### src/rtl/pmr_pkg.sv
`default_nettype none
package pmr_pkg;

    localparam int NumTermsDef = 27;
    localparam int TermIdxW    = 5;
    localparam int CoefW       = 48;
    localparam int CoordW      = 24;
    localparam int ValW        = 32;
    localparam int SumW        = 64;
    localparam int MonW        = 64;
    localparam int AccW        = 128;
    localparam int VW          = 96;

    localparam logic REQ_COEF   = 1'b0;
    localparam logic REQ_SAMPLE = 1'b1;

    localparam logic [1:0] CRD_X = 2'd0;
    localparam logic [1:0] CRD_A = 2'd1;
    localparam logic [1:0] CRD_Y = 2'd2;
    localparam logic [1:0] CRD_B = 2'd3;

    typedef enum logic [3:0] {
        S_IDLE, S_TERM, S_MON_CHK, S_MON_LOAD, S_COEF_LOAD, S_MUL_P, S_MUL_A,
        S_MUL_FIN, S_MON_DONE, S_COEF_DONE, S_FIN1, S_FIN2, S_FIN3, S_FIN4
    } pmr_state_t;

    typedef struct packed {
        logic [2:0]      cnt;
        logic [3:0][1:0] f;
    } term_info_t;

    typedef struct packed {
        logic                latch_in;
        logic                mon_init;
        logic                mul_load;
        logic                mul_coef;
        logic                mul_prod;
        logic                mul_acc;
        logic                mul_fin;
        logic                mon_done;
        logic                sum_clear;
        logic                sum_add;
        logic                fin1;
        logic                fin2;
        logic                fin3;
        logic                fin4;
        logic [1:0]          step;
        logic [TermIdxW-1:0] k;
        logic [2:0]          j;
    } pmr_cmd_t;

    typedef struct packed {
        logic       term_en;
        logic [2:0] term_cnt;
        logic       out_busy;
    } pmr_status_t;

    typedef struct packed {
        logic [ValW-1:0] val;
        logic            ovf;
    } sat_t;

    function automatic term_info_t mk(input logic [2:0] cnt, input logic [1:0] f0,
                                      input logic [1:0] f1, input logic [1:0] f2,
                                      input logic [1:0] f3);
        term_info_t t;
        t.cnt  = cnt;
        t.f[0] = f0;
        t.f[1] = f1;
        t.f[2] = f2;
        t.f[3] = f3;
        return t;
    endfunction

    // factors in x, a, y, b order
    function automatic term_info_t term_info(input logic [TermIdxW-1:0] k);
        term_info_t t;
        case (k)
            5'd0:  t = mk(3'd0, CRD_X, CRD_X, CRD_X, CRD_X);
            5'd1:  t = mk(3'd1, CRD_Y, CRD_X, CRD_X, CRD_X);
            5'd2:  t = mk(3'd1, CRD_B, CRD_X, CRD_X, CRD_X);
            5'd3:  t = mk(3'd1, CRD_X, CRD_X, CRD_X, CRD_X);
            5'd4:  t = mk(3'd1, CRD_A, CRD_X, CRD_X, CRD_X);
            5'd5:  t = mk(3'd2, CRD_X, CRD_Y, CRD_X, CRD_X);
            5'd6:  t = mk(3'd2, CRD_A, CRD_Y, CRD_X, CRD_X);
            5'd7:  t = mk(3'd2, CRD_X, CRD_B, CRD_X, CRD_X);
            5'd8:  t = mk(3'd2, CRD_A, CRD_B, CRD_X, CRD_X);
            5'd9:  t = mk(3'd2, CRD_X, CRD_X, CRD_X, CRD_X);
            5'd10: t = mk(3'd2, CRD_X, CRD_A, CRD_X, CRD_X);
            5'd11: t = mk(3'd2, CRD_A, CRD_A, CRD_X, CRD_X);
            5'd12: t = mk(3'd3, CRD_Y, CRD_Y, CRD_Y, CRD_X);
            5'd13: t = mk(3'd3, CRD_Y, CRD_Y, CRD_B, CRD_X);
            5'd14: t = mk(3'd3, CRD_Y, CRD_B, CRD_B, CRD_X);
            5'd15: t = mk(3'd3, CRD_X, CRD_X, CRD_Y, CRD_X);
            5'd16: t = mk(3'd3, CRD_X, CRD_A, CRD_Y, CRD_X);
            5'd17: t = mk(3'd3, CRD_A, CRD_A, CRD_Y, CRD_X);
            5'd18: t = mk(3'd3, CRD_B, CRD_B, CRD_B, CRD_X);
            5'd19: t = mk(3'd3, CRD_X, CRD_X, CRD_B, CRD_X);
            5'd20: t = mk(3'd3, CRD_X, CRD_A, CRD_B, CRD_X);
            5'd21: t = mk(3'd3, CRD_A, CRD_A, CRD_B, CRD_X);
            5'd22: t = mk(3'd3, CRD_X, CRD_X, CRD_X, CRD_X);
            5'd23: t = mk(3'd3, CRD_X, CRD_X, CRD_A, CRD_X);
            5'd24: t = mk(3'd3, CRD_X, CRD_A, CRD_A, CRD_X);
            5'd25: t = mk(3'd3, CRD_A, CRD_A, CRD_A, CRD_X);
            5'd26: t = mk(3'd4, CRD_X, CRD_X, CRD_X, CRD_X);
            default: t = mk(3'd0, CRD_X, CRD_X, CRD_X, CRD_X);
        endcase
        return t;
    endfunction

    function automatic sat_t sat32(input logic [VW-1:0] v);
        sat_t s;
        if ((&v[VW-1:ValW-1]) || !(|v[VW-1:ValW-1]))
        begin
            s.val = v[ValW-1:0];
            s.ovf = 1'b0;
        end
        else
        begin
            s.val = v[VW-1] ? {1'b1, {(ValW-1){1'b0}}} : {1'b0, {(ValW-1){1'b1}}};
            s.ovf = 1'b1;
        end
        return s;
    endfunction

endpackage
`default_nettype wire

### src/rtl/pmr_ctrl.sv
`default_nettype none
module pmr_ctrl #(
    parameter int NUM_TERMS = pmr_pkg::NumTermsDef
) (
    input  wire logic                clk,
    input  wire logic                rst_n,
    input  wire logic                req_valid,
    input  wire logic                req_type,
    output logic                     req_ready,
    input  wire pmr_pkg::pmr_status_t status,
    output pmr_pkg::pmr_cmd_t        cmd
);
    import pmr_pkg::*;

    pmr_state_t          state_reg, state_next;
    logic [TermIdxW-1:0] k_reg, k_next;
    logic [2:0]          j_reg, j_next;
    logic [1:0]          step_reg, step_next;
    logic                mode_reg, mode_next;
    logic                accept;
    logic                last_step;

    assign accept    = req_valid && req_ready;
    assign last_step = mode_reg ? (step_reg == 2'd3) : (step_reg == 2'd2);

    always_ff @(posedge clk or negedge rst_n)
    begin
        if (!rst_n)
        begin
            state_reg <= S_IDLE;
            k_reg     <= '0;
            j_reg     <= '0;
            step_reg  <= '0;
            mode_reg  <= 1'b0;
        end
        else
        begin
            state_reg <= state_next;
            k_reg     <= k_next;
            j_reg     <= j_next;
            step_reg  <= step_next;
            mode_reg  <= mode_next;
        end
    end

    always_comb
    begin
        state_next = state_reg;
        k_next     = k_reg;
        j_next     = j_reg;
        step_next  = step_reg;
        mode_next  = mode_reg;
        case (state_reg)
            S_IDLE:
            begin
                if (accept && req_type == REQ_SAMPLE)
                begin
                    state_next = S_TERM;
                    k_next     = '0;
                end
            end
            S_TERM:
            begin
                if (k_reg == TermIdxW'(NUM_TERMS))
                    state_next = S_FIN1;
                else if (!status.term_en)
                    k_next = k_reg + 1'b1;
                else
                begin
                    j_next     = 3'd1;
                    state_next = S_MON_CHK;
                end
            end
            S_MON_CHK:
                state_next = (j_reg >= status.term_cnt) ? S_COEF_LOAD : S_MON_LOAD;
            S_MON_LOAD:
            begin
                mode_next  = 1'b0;
                step_next  = 2'd0;
                state_next = S_MUL_P;
            end
            S_COEF_LOAD:
            begin
                mode_next  = 1'b1;
                step_next  = 2'd0;
                state_next = S_MUL_P;
            end
            S_MUL_P:
                state_next = S_MUL_A;
            S_MUL_A:
            begin
                if (last_step)
                    state_next = S_MUL_FIN;
                else
                begin
                    step_next  = mode_reg ? step_reg + 2'd1 : 2'd2;
                    state_next = S_MUL_P;
                end
            end
            S_MUL_FIN:
                state_next = mode_reg ? S_COEF_DONE : S_MON_DONE;
            S_MON_DONE:
            begin
                j_next     = j_reg + 3'd1;
                state_next = S_MON_CHK;
            end
            S_COEF_DONE:
            begin
                k_next     = k_reg + 1'b1;
                state_next = S_TERM;
            end
            S_FIN1:
                state_next = S_FIN2;
            S_FIN2:
                state_next = S_FIN3;
            S_FIN3:
                state_next = S_FIN4;
            S_FIN4:
            begin
                if (!status.out_busy)
                    state_next = S_IDLE;
            end
            default:
                state_next = S_IDLE;
        endcase
    end

    always_comb
    begin
        req_ready     = (state_reg == S_IDLE);
        cmd           = '0;
        cmd.k         = k_reg;
        cmd.j         = j_reg;
        cmd.step      = step_reg;
        cmd.mul_coef  = mode_reg;
        case (state_reg)
            S_IDLE:
            begin
                cmd.latch_in  = accept;
                cmd.sum_clear = accept;
            end
            S_TERM:
                cmd.mon_init = 1'b1;
            S_MON_LOAD:
            begin
                cmd.mul_load = 1'b1;
                cmd.mul_coef = 1'b0;
            end
            S_COEF_LOAD:
            begin
                cmd.mul_load = 1'b1;
                cmd.mul_coef = 1'b1;
            end
            S_MUL_P:     cmd.mul_prod = 1'b1;
            S_MUL_A:     cmd.mul_acc  = 1'b1;
            S_MUL_FIN:   cmd.mul_fin  = 1'b1;
            S_MON_DONE:  cmd.mon_done = 1'b1;
            S_COEF_DONE: cmd.sum_add  = 1'b1;
            S_FIN1:      cmd.fin1     = 1'b1;
            S_FIN2:      cmd.fin2     = 1'b1;
            S_FIN3:      cmd.fin3     = 1'b1;
            S_FIN4:      cmd.fin4     = !status.out_busy;
            default:     cmd.latch_in = 1'b0;
        endcase
    end

endmodule
`default_nettype wire

### config.mk
export PLATFORM = sky130hd
export DESIGN_NAME = pmr_ctrl
export DESIGN_NICKNAME = d
export VERILOG_FILES = /design/src/rtl/pmr_pkg.sv /design/src/rtl/pmr_ctrl.sv
export SDC_FILE = /design/constraint.sdc
export NUM_CORES = 1
export LEC_CHECK = 0
export ABC_AREA = 1
export BUFFER_PORTS_ARGS = -buffer_cell sky130_fd_sc_hd__buf_2
export CAP_MARGIN = 40
export CORE_MARGIN = 2
export CORE_UTILIZATION = 35
export CTS_CLUSTER_SIZE = 12
export DETAILED_ROUTE_END_ITERATION = 8
export SLEW_MARGIN = 20
export SYNTH_ARGS = -nofsm -noshare
export SYNTH_HDL_FRONTEND = slang
export SYNTH_SLANG_ARGS = --single-unit
### constraint.sdc
create_clock -name clk -period 4.06 [get_ports clk]
set_clock_uncertainty 0.05 [all_clocks]
set_input_delay 0.812 -clock clk [delete_from_list [all_inputs] [get_ports clk]]
set_output_delay 0.812 -clock clk [all_outputs]
set_load 0.05 [all_outputs]
==> impl_metrics.env, run 1 <==
export IMPL_status="finished, final reports clean"
export IMPL_chipHeight_um=61.4
export IMPL_dr_iter_0_viols=73
export IMPL_capturing_element_type_of_the_critical_path="output port"
export IMPL_worst_ir_drop_vdd_mv=0.429
export IMPL_rsz0062_at_grt="no"
export IMPL_grt_util_all_layers_pct=15.7
export IMPL_setup_tns_ps=0
export IMPL_top_level_ports=34
export IMPL_synth_mux_area_fraction_pct=0
export IMPL_tightestPinTransition_ps=356
export IMPL_hp_class="in -> async"
export IMPL_synth_seq_area_share_pct=32.5
export IMPL_timing_reg2reg_setup_slack_ps=2570
export IMPL_dpl_hpwl_um=2100
export IMPL_synthCells=170
export IMPL_finalNetCount=222
export IMPL_yosysWarnings=0
export IMPL_clk_transition_reported_paths_ps=90
export IMPL_start_kind="register"
export IMPL_cts_root_buffer_cell="clkbuf_4"
export IMPL_cp_arrival_ps=1590
export IMPL_largest_net_degree_at_the_start_of_global_routing=16
export IMPL_antenna_diode_count=0
export IMPL_synth_compound_gate_area_share_pct=7.91
export IMPL_worst_r2r_endpoint="j_reg[2]"
export IMPL_synthesized_area_fraction_occupied_by_adder_cells_pct=6.50
export IMPL_cts_tree="built"
export IMPL_worst_path_max_delay_cell="dfrtp_1"
export IMPL_synth_cell_type_count=24
export IMPL_cp_cell_sequence="nand2_1 > inv_1 > nand2_1 > nand2_2 > inv_1 > nand2_1 > nand2_1 > buf_2"
export IMPL_count_of_h_tree_levels_built_during_cts=1
export IMPL_cts_buffers=3
export IMPL_drt_pass1_iterations=4
export IMPL_synth_simple_gate_area_share_pct=43.2
export IMPL_design_core_area_um2=3100
export IMPL_die_width_um=61.4
export IMPL_cts_repair_timing_setup_buffer_count=0
export IMPL_portBuffers=33
export IMPL_worst_path_dominant_cell_family="flip-flops"
export IMPL_setup_viol=0
export IMPL_maxCapViolations=0
export IMPL_final_cell_count_no_fill=250
export IMPL_cts_path_max_buffers=2
export IMPL_initial_utilization_pct=37.2
export IMPL_worst_r2r_path_depth=7
export IMPL_average_via_count_per_standard_cell=4.56
export IMPL_antenna_violations_before_repair=0
export IMPL_buffer_and_inverter_count_on_the_worst_path=3
export IMPL_largest_reg_flops=5
export IMPL_cts_hold_repair_buffers=0
export IMPL_synth_top_cell_area_share_pct=32.5
export IMPL_time_the_final_worst_path_needs_with_i_o_delays_and_setup_ps=2460
export IMPL_drt_wl_total_um=2630
export IMPL_drt_wirelength_per_cell_um=10.5
export IMPL_route_antenna_remaining_nets=0
export IMPL_register_bit_count_reported_by_yosys=15
export IMPL_syn_avg_cell_area_um2=6.79
export IMPL_num_vias=1141
export IMPL_dominant_combinational_cell_family_by_area_after_synthesis="simple AND/OR/NAND/NOR gates"
export IMPL_max_freq_mhz=407
export IMPL_placed_cells_incl_taps=246
export IMPL_post_cts_resized_instances=0
export IMPL_synthesis_area_um2=1150
export IMPL_critical_path_required_ps=3200
export IMPL_postSynthNetCount=185
export IMPL_synth_top_cells_by_area="dfrtp_1 (33%), nand2_1 (18%), inv_1 (7.2%)"
export IMPL_critPathKind="reg -> out"
export IMPL_timing_critical_path_fanout_max=5
export IMPL_critical_path_most_common_cell="nand2_1"
export IMPL_worst_r2r_startpoint="k_reg[0]"
export IMPL_gp_congestion=0.862
export IMPL_stage_delay_of_the_slowest_cell_on_the_critical_path_ps=460
export IMPL_row_count=20
export IMPL_hold_violations=0
export IMPL_max_slew_margin_rel_pct=76.2
export IMPL_global_route_overflow_total=0
export IMPL_clkSinkCount=15
export IMPL_fp_dieArea_um2=3770
export IMPL_final_max_slew_viol_count=0
export IMPL_route_detailed_drc=0
export IMPL_synthXorXnorAreaFrac_pct=0.758
export IMPL_worst_skew_pair_late_latency_ps=290
export IMPL_syn_to_final_growth_pct=20.7
export IMPL_leakagePower_nw=0.821
export IMPL_pwrdens_nw_per_um2=818
export IMPL_via_count_of_the_first_global_routing_pass=997
export IMPL_final_min_period_over_clock_period_pct=60.5
export IMPL_drive_above_1_share_pct=27.2
export IMPL_yosysTopAreaCell="dfrtp_1"
export IMPL_grt_first_pass_wirelength_um=4310
[cell usage in the layout, fill, tap and decap left out]
| cell type | n |
|---|---|
| nand4_1 | 2 |
| o21a_1 | 2 |
| inv_2 | 4 |
| nand2_2 | 4 |
| o22ai_1 | 1 |
| nor2_1 | 17 |
| nor3_1 | 3 |
| ha_1 | 6 |
| nor3_4 | 1 |
| a21oi_1 | 3 |
| xnor2_1 | 1 |
| o21ai_1 | 1 |
| o21ai_2 | 1 |
| nor2_2 | 5 |
| clkbuf_1 | 1 |
| o21ai_4 | 1 |
| nand2_1 | 54 |
| nand2_4 | 2 |
| nand3b_1 | 1 |
| nand3_1 | 16 |
| o21ai_0 | 5 |
| buf_2 | 33 |
| clkbuf_4 | 3 |
| dfrtp_1 | 15 |
| inv_1 | 22 |
| nor2_4 | 2 |
[cells in the mapped netlist]
| cell | n |
|---|---|
| a21oi_1 | 3 |
| nor2_1 | 17 |
| nand3b_1 | 1 |
| o21ai_2 | 1 |
| buf_4 | 1 |
| ha_1 | 6 |
| o21a_1 | 2 |
| o21ai_4 | 1 |
| nand2_4 | 2 |
| o21ai_0 | 5 |
| nand2_2 | 4 |
| nor3_4 | 1 |
| nand4_1 | 2 |
| nand3_1 | 16 |
| o22ai_1 | 1 |
| o21ai_1 | 1 |
| nor2_4 | 2 |
| xnor2_1 | 1 |
| nand2_1 | 54 |
| dfrtp_1 | 15 |
| nor2_2 | 5 |
| inv_1 | 22 |
| nor3_1 | 3 |
| inv_2 | 4 |
[how the worst max path moves through the flow]
| stage | from | to | slack [ps] | cells after the start |
|---|---|---|---|---|
| final | state_reg[1] | cmd[20] | 1600 | 8 |
| after CTS | state_reg[1] | cmd[20] | 1570 | 8 |
| after global placement | status[0] | cmd[10] | 1850 | 3 |
| after global routing | state_reg[1] | cmd[20] | 1470 | 8 |
| after floorplan | status[0] | cmd[10] | 1290 | 1 |
| after detailed placement | status[0] | cmd[10] | 1820 | 3 |
[where the power goes]
group | switching, mW | leakage (nW) | internal [mW]
Combinational | 0.580 | 0.609 | 0.205
Sequential | 0.0660 | 0.197 | 0.198
Clock | 0.0529 | 0.0150 | 0.0382
Total | 0.699 | 0.821 | 0.441
[per-layer routing]
metal  wire (um)  global-route usage, %
met1        1290                   20.3
met2        1160                   24.9
met4          25                   5.47
met3         156                   4.83
met5           0                      0
[worst register-to-register path: stages, from the launching register on]
cell and delay, ps:
dfrtp_1 450, ha_1 220, nand2_1 90, nor3_4 210, nand2_1 150, o21ai_2 110
nand2_1 60, o21ai_0 60
[area by class of cell]
type	instances	area, um2
Timing Repair Buffer	33	165
Fill cell	348	1710
Clock buffer	4	26.3
Inverter	26	97.6
Sequential cell	15	375
Tap cell	44	55.1
Multi-Input combinational cell	128	674
[cells by family (layout without fill, tap and decap cells)]
kind of cell,Yosys count,after routing
and+or+nand+nor,107,107
buffers and inverters,27,63
DFF,15,15
AOI/OAI and AO/OA,14,14
adders and majority gates,6,6
xor gates and xnor gates,1,1
[metrics by stage]
stage               utilization [%]  setup WS (ps)  cell area, um2  hold WS (ps)  total power, mW
floorplan                         -           1290            1150           466            0.897
global placement               44.1           1850            1370           474             1.05
detailed placement             44.1           1820            1370           475             1.06
CTS                            44.9           1570            1390           368             1.15
global route                   44.9           1470            1390           379             1.25
finish                         44.9           1600            1390           363             1.14
Power figures use the tool's default switching activity.
==> run 2: changes to the inputs <==
==> constraint.sdc (replaced) <==
create_clock -name clk -period 2.15 [get_ports clk]
set_clock_uncertainty 0.05 [all_clocks]
set_input_delay 0.43 -clock clk [delete_from_list [all_inputs] [get_ports clk]]
set_output_delay 0.43 -clock clk [all_outputs]
set_load 0.05 [all_outputs]
==> run 2 against run 1 <==
Effect of this change: total power is 92% higher; flip-flop and latch count did not move; sequential power grew 86%; clock-buffer cell count is the same; critical path depth decreased by 1; die area stayed put; register-to-register slack worse by 1900 ps; largest cell class unchanged; highest routed layer unchanged.
==> impl_metrics.env, run 2 (synthesis results as in run 1) <==
export IMPL_whs_path_depth=4
export IMPL_maxCapViolations=0
export IMPL_timing_critical_path_fanout_max=5
export IMPL_cts_tree="built"
export IMPL_worst_r2r_startpoint="k_reg[0]"
export IMPL_grt_first_pass_wirelength_um=4470
export IMPL_num_vias=1166
export IMPL_capturing_element_type_of_the_critical_path="output port"
export IMPL_cts_path_max_buffers=2
export IMPL_setup_tns_ps=0
export IMPL_max_slew_margin_rel_pct=74.9
export IMPL_cp_cell_sequence="nor2_2 > nand2_1 > nand2_2 > inv_1 > nand2_1 > nand2_1 > buf_4"
export IMPL_row_count=20
export IMPL_cts_root_buffer_cell="clkbuf_4"
export IMPL_setup_viol=0
export IMPL_worst_r2r_path_depth=7
export IMPL_max_freq_mhz=488
export IMPL_drt_pass1_iterations=4
export IMPL_leakagePower_nw=0.825
export IMPL_most_common_layout_cells="nand2_1 (54), buf_2 (32), inv_1 (22)"
export IMPL_die_width_um=61.4
export IMPL_start_kind="register"
export IMPL_drive_above_1_share_pct=28.5
export IMPL_time_the_final_worst_path_needs_with_i_o_delays_and_setup_ps=2050
export IMPL_critical_path_required_ps=1670
export IMPL_pwrdens_nw_per_um2=1550
export IMPL_gp_congestion=0.916
export IMPL_drt_wl_total_um=2650
export IMPL_tightestPinTransition_ps=376
export IMPL_chipHeight_um=61.4
export IMPL_status="finished, final reports clean"
export IMPL_critPathKind="reg -> out"
export IMPL_syn_to_final_growth_pct=22.5
export IMPL_timing_reg2reg_setup_slack_ps=680
export IMPL_average_via_count_per_standard_cell=4.65
export IMPL_final_max_slew_viol_count=0
export IMPL_largest_net_degree_at_the_start_of_global_routing=16
export IMPL_largest_reg_flops=5
export IMPL_hold_end="k_reg[0]"
export IMPL_antenna_diode_count=0
export IMPL_clk_transition_reported_paths_ps=100
export IMPL_hp_class="in -> reg"
export IMPL_worstHoldStart="status[4]"
export IMPL_worst_path_max_delay_cell="dfrtp_1"
export IMPL_dr_iter_0_viols=58
export IMPL_cp_arrival_ps=1570
export IMPL_clkSinkCount=15
export IMPL_critical_path_most_common_cell="nand2_1"
export IMPL_antenna_violations_before_repair=0
export IMPL_dpl_hpwl_um=2110
export IMPL_design_core_area_um2=3100
export IMPL_worst_skew_pair_late_latency_ps=290
export IMPL_hold_violations=0
export IMPL_finalPower_mw=2.19
export IMPL_worst_r2r_endpoint="j_reg[2]"
export IMPL_initial_utilization_pct=37.2
export IMPL_via_count_of_the_first_global_routing_pass=1028
export IMPL_portBuffers=33
export IMPL_count_of_h_tree_levels_built_during_cts=1
export IMPL_drt_wirelength_per_cell_um=10.6
export IMPL_rsz0062_at_grt="no"
export IMPL_worst_ir_drop_vdd_mv=0.702
export IMPL_global_route_overflow_total=0
export IMPL_cts_repair_timing_setup_buffer_count=0
export IMPL_route_detailed_drc=0
export IMPL_hold_ws_ps=447
export IMPL_cts_buffers=3
export IMPL_stage_delay_of_the_slowest_cell_on_the_critical_path_ps=440
export IMPL_final_min_period_over_clock_period_pct=95.4
export IMPL_top_level_ports=34
export IMPL_finalNetCount=223
export IMPL_finalCoreUtilization_pct=45.6
export IMPL_grt_util_all_layers_pct=16.0
export IMPL_leading_cell_type_in_the_layout_fill_and_taps_excluded="nand2_1"
export IMPL_fp_dieArea_um2=3770
export IMPL_route_antenna_remaining_nets=0
## run 2: cell count changes in the layout (fill, tap and decap cells not counted), sizes merged
cell / change
dlygate4sd3: +1
## run 2: through the flow
| stage | setup slack, ps | instances | instance area, um2 |
|---|---|---|---|
| after floorplan | 214 | 170 | 1160 |
| after global placement | 446 | 246 | 1380 |
| after detailed placement | 387 | 246 | 1380 |
| after CTS | 50.4 | 251 | 1410 |
| after global routing | 3.02 | 251 | 1420 |
| final | 99.5 | 251 | 1420 |
## run 2: timing repair
action | CTS | global route
endpoints found under the setup margin | 0 | 1
gates resized for setup | 0 | 3
hold buffers | 1 | 0
endpoints found under the hold margin | 11 | 0
## run 2: worst max path at each step
stage / from / end / slack (ps) / cells after the start
6_report: state_reg[3] / cmd[20] / 100 / 7
5_1_grt: state_reg[3] / cmd[20] / 3 / 7
2_1_floorplan: state_reg[3] / cmd[23] / 210 / 4
3_3_place_gp: state_reg[1] / cmd[20] / 450 / 8
3_5_place_dp: state_reg[1] / cmd[20] / 390 / 8
4_1_cts: state_reg[1] / cmd[20] / 50 / 8
## run 2: routing by layer
layer  wire (um)  global-route usage (%)
met4          15                    4.26
met2        1150                    25.2
met3         177                    5.04
met5           0                       0
met1        1310                    21.4
## run 2: report_power, final
group	leakage [nW]	internal (mW)	total (mW)	switching, mW
Combinational	0.614	0.399	1.52	1.12
Sequential	0.196	0.376	0.492	0.116
Clock	0.0150	0.0722	0.174	0.102
## run 2: worst max-delay path, delay by kind of cell (launching register included)
family	cells	cell delay (ps)
AND/OR/NAND/NOR	5	590
buffers and inverters	2	240
flip-flops	1	440
## run 2: layout make-up
class / instances / area [um2]
Multi-Input combinational cell: 128 / 682
Fill cell: 343 / 1690
Sequential cell: 15 / 377
Clock buffer: 4 / 26.3
Timing Repair Buffer: 34 / 178
Inverter: 26 / 97.6
Tap cell: 44 / 55.1
==> run 3: changes to the inputs <==
--- a/config.mk
+++ b/config.mk
@@ -5,7 +5,7 @@
 export SDC_FILE = /design/constraint.sdc
 export NUM_CORES = 1
 export LEC_CHECK = 0
-export ABC_AREA = 1
+export ABC_AREA = 0
 export BUFFER_PORTS_ARGS = -buffer_cell sky130_fd_sc_hd__buf_2
 export CAP_MARGIN = 40
 export CORE_MARGIN = 2
==> run 3 against run 2 <==
Effect of this change: flip-flop and latch count stayed put; fmax decreased by 1.0%; synthesized cell count is 20% lower; register-to-register slack worse by 380 ps; first-iteration DRC count shrank 19%; wire length is 6.0% higher; setup slack worse by 22 ps; via count fell by 4.6%; global-route usage down 0.50 points; sequential share of layout area down 1.0 points; non-clock buffer count up 7.
==> impl_metrics.env, run 3 <==
export IMPL_status="finished, final reports clean"
export IMPL_async_reset_ff_share_pct=100
export IMPL_timing_critical_path_fanout_max=8
export IMPL_synth_commonest_cells="dfrtp_1 (15), nand2_1 (12), o21ai_0 (11)"
export IMPL_worstHoldStart="status[0]"
export IMPL_synth_simple_gate_area_share_pct=30.2
export IMPL_start_kind="register"
export IMPL_worst_path_dominant_cell_family="flip-flops"
export IMPL_worst_ir_drop_vdd_mv=0.695
export IMPL_cts_root_buffer_cell="clkbuf_4"
export IMPL_design_core_area_um2=3280
export IMPL_hp_class="in -> reg"
export IMPL_synth_enable_flop_cells=0
export IMPL_register_bit_count_reported_by_yosys=15
export IMPL_synth_compound_gate_area_share_pct=22.5
export IMPL_top_level_ports=34
export IMPL_cp_arrival_ps=1590
export IMPL_fp_dieArea_um2=3870
export IMPL_n_fill_cell=333
export IMPL_worst_skew_pair_late_latency_ps=300
export IMPL_worst_setup_path_startpoint="state_reg[0]"
export IMPL_syn_to_final_growth_pct=24.5
export IMPL_synthesized_area_fraction_occupied_by_adder_cells_pct=6.33
export IMPL_average_via_count_per_standard_cell=5.10
export IMPL_drt_pass1_iterations=4
export IMPL_largest_reg_flops=5
export IMPL_hold_violations=0
export IMPL_synth_top_cells_by_area="dfrtp_1 (32%), ha_1 (6.3%), o21ai_0 (4.6%)"
export IMPL_yosys_most_used_dff="dfrtp_1"
export IMPL_capturing_element_type_of_the_critical_path="output port"
export IMPL_cts_path_max_buffers=2
export IMPL_num_vias=1112
export IMPL_dominant_combinational_cell_family_by_area_after_synthesis="simple AND/OR/NAND/NOR gates"
export IMPL_row_count=21
export IMPL_synthXorXnorAreaFrac_pct=0
export IMPL_register_area_um2=378
export IMPL_drt_wirelength_per_cell_um=12.9
export IMPL_worst_r2r_path_depth=5
export IMPL_drive_above_1_share_pct=33.1
export IMPL_grt_util_all_layers_pct=15.5
export IMPL_critPathKind="reg -> out"
export IMPL_chipHeight_um=62.2
export IMPL_finalNetCount=188
export IMPL_tightestPinTransition_ps=380
export IMPL_max_freq_mhz=483
export IMPL_drt_wl_total_um=2810
export IMPL_cts_tree="built"
export IMPL_global_route_overflow_total=0
export IMPL_worst_r2r_startpoint="k_reg[0]"
export IMPL_dpl_hpwl_um=2150
export IMPL_synth_top_cell_area_share_pct=31.6
export IMPL_cell_with_the_most_instances_after_synthesis="dfrtp_1"
export IMPL_die_width_um=62.2
export IMPL_most_common_layout_cells="buf_2 (27), dfrtp_1 (13), nand2_1 (12)"
export IMPL_route_detailed_drc=0
export IMPL_buffer_and_inverter_count_on_the_worst_path=1
export IMPL_synthCells=136
export IMPL_synth_cell_type_count=46
export IMPL_maxCapViolations=0
export IMPL_final_max_slew_viol_count=0
export IMPL_postSynthNetCount=151
export IMPL_via_count_of_the_first_global_routing_pass=1054
export IMPL_finalPower_mw=2.52
export IMPL_yosysTopAreaCell="dfrtp_1"
export IMPL_clkSinkCount=15
export IMPL_leakagePower_nw=0.723
export IMPL_synth_mux_area_fraction_pct=1.69
export IMPL_portBuffers=33
export IMPL_critical_path_cell_count=3
export IMPL_cts_buffers=3
export IMPL_whs_path_depth=4
export IMPL_critical_path_required_ps=1670
export IMPL_leading_cell_type_in_the_layout_fill_and_taps_excluded="buf_2"
export IMPL_synth_seq_area_share_pct=31.6
export IMPL_clk_transition_reported_paths_ps=120
export IMPL_pwrdens_nw_per_um2=1710
export IMPL_placed_cell_area_um2=1410
export IMPL_route_antenna_remaining_nets=0
export IMPL_multiInputGateArea_um2=729
export IMPL_antenna_diode_count=0
export IMPL_gp_congestion=0.865
export IMPL_synthesis_area_um2=1190
export IMPL_yosysWarnings=0
export IMPL_final_min_period_over_clock_period_pct=96.4
export IMPL_cp_cell_sequence="or3b_1 > a21oi_2 > buf_6"
export IMPL_max_slew_margin_rel_pct=74.5
export IMPL_dr_iter_0_viols=47
export IMPL_stage_delay_of_the_slowest_cell_on_the_critical_path_ps=480
export IMPL_initial_utilization_pct=36.1
export IMPL_syn_avg_cell_area_um2=8.72
export IMPL_grt_first_pass_wirelength_um=4880
export IMPL_largest_net_degree_at_the_start_of_global_routing=22
export IMPL_antenna_violations_before_repair=0
export IMPL_worst_path_max_delay_cell="dfrtp_2"
export IMPL_finish_instance_area_um2=1480
export IMPL_count_of_h_tree_levels_built_during_cts=1
export IMPL_setup_viol=0
export IMPL_time_the_final_worst_path_needs_with_i_o_delays_and_setup_ps=2070
==> run 3: power by group <==
group          switching (mW)  internal (mW)
logic                    1.18          0.585
registers               0.168          0.410
clock network           0.107         0.0692
total                    1.46           1.06
==> run 3: cells by family after synthesis <==
| kind of cell | after synthesis |
|---|---|
| and+or+nand+nor | 57 |
| AOI/OAI and AO/OA | 37 |
| muxes | 2 |
| adders and majority gates | 6 |
| DFF | 15 |
| buffers and inverters | 19 |
==> run 3: timing repair <==
action,in CTS,in global routing
endpoints found under the setup margin,4,8
pin swaps,0,2
buffers inserted,0,1
hold endpoints to repair,15,0
hold buffers,1,0
resized for setup,3,9
==> run 3: final cells by class <==
class	instances	share of cell area, %
sequential	15	25.6
multi-input combinational	102	49.4
inverter	10	2.54
clock buffer	3	1.53
timing repair buffer	41	16.7
clock inverter	1	0.339
tap	46	3.90
==> run 3: through the flow <==
step / setup TNS (ps) / util (%) / setup slack, ps / hold WS, ps / instances
2_1_floorplan: -841 / - / -298 / 84.4 / 136
3_3_place_gp: 0 / 42.9 / 318 / 316 / 212
3_5_place_dp: 0 / 42.9 / 276 / 314 / 212
4_1_cts: -99.4 / 44.3 / -50.7 / 444 / 217
5_1_grt: -4.49 / 45.0 / -4.49 / 469 / 218
6_report: 0 / 45.0 / 77.8 / 445 / 218
==> run 3: worst paths after layout <==
kind                           endpoint  slack, ps
max in group asynchronous      j_reg[0]       1270
hold reg to reg             step_reg[1]        510
min in group asynchronous      k_reg[3]        500
hold / removal             state_reg[1]        440
setup reg to reg               k_reg[2]        300
setup / recovery                cmd[21]         80
==> run 3: worst min-delay path: stages <==
cell	delay [ps]
buf_2	110
nand3_1	70
a21oi_1	70
nor2_1	80
==> run 3: metal layers <==
layer	vias up	track usage, %	wire [um]
met5	-	0	0
met4	0	5.00	34
met3	2	3.80	104
met2	24	25.4	1300
met1	522	20.1	1370
li1	564	-	-
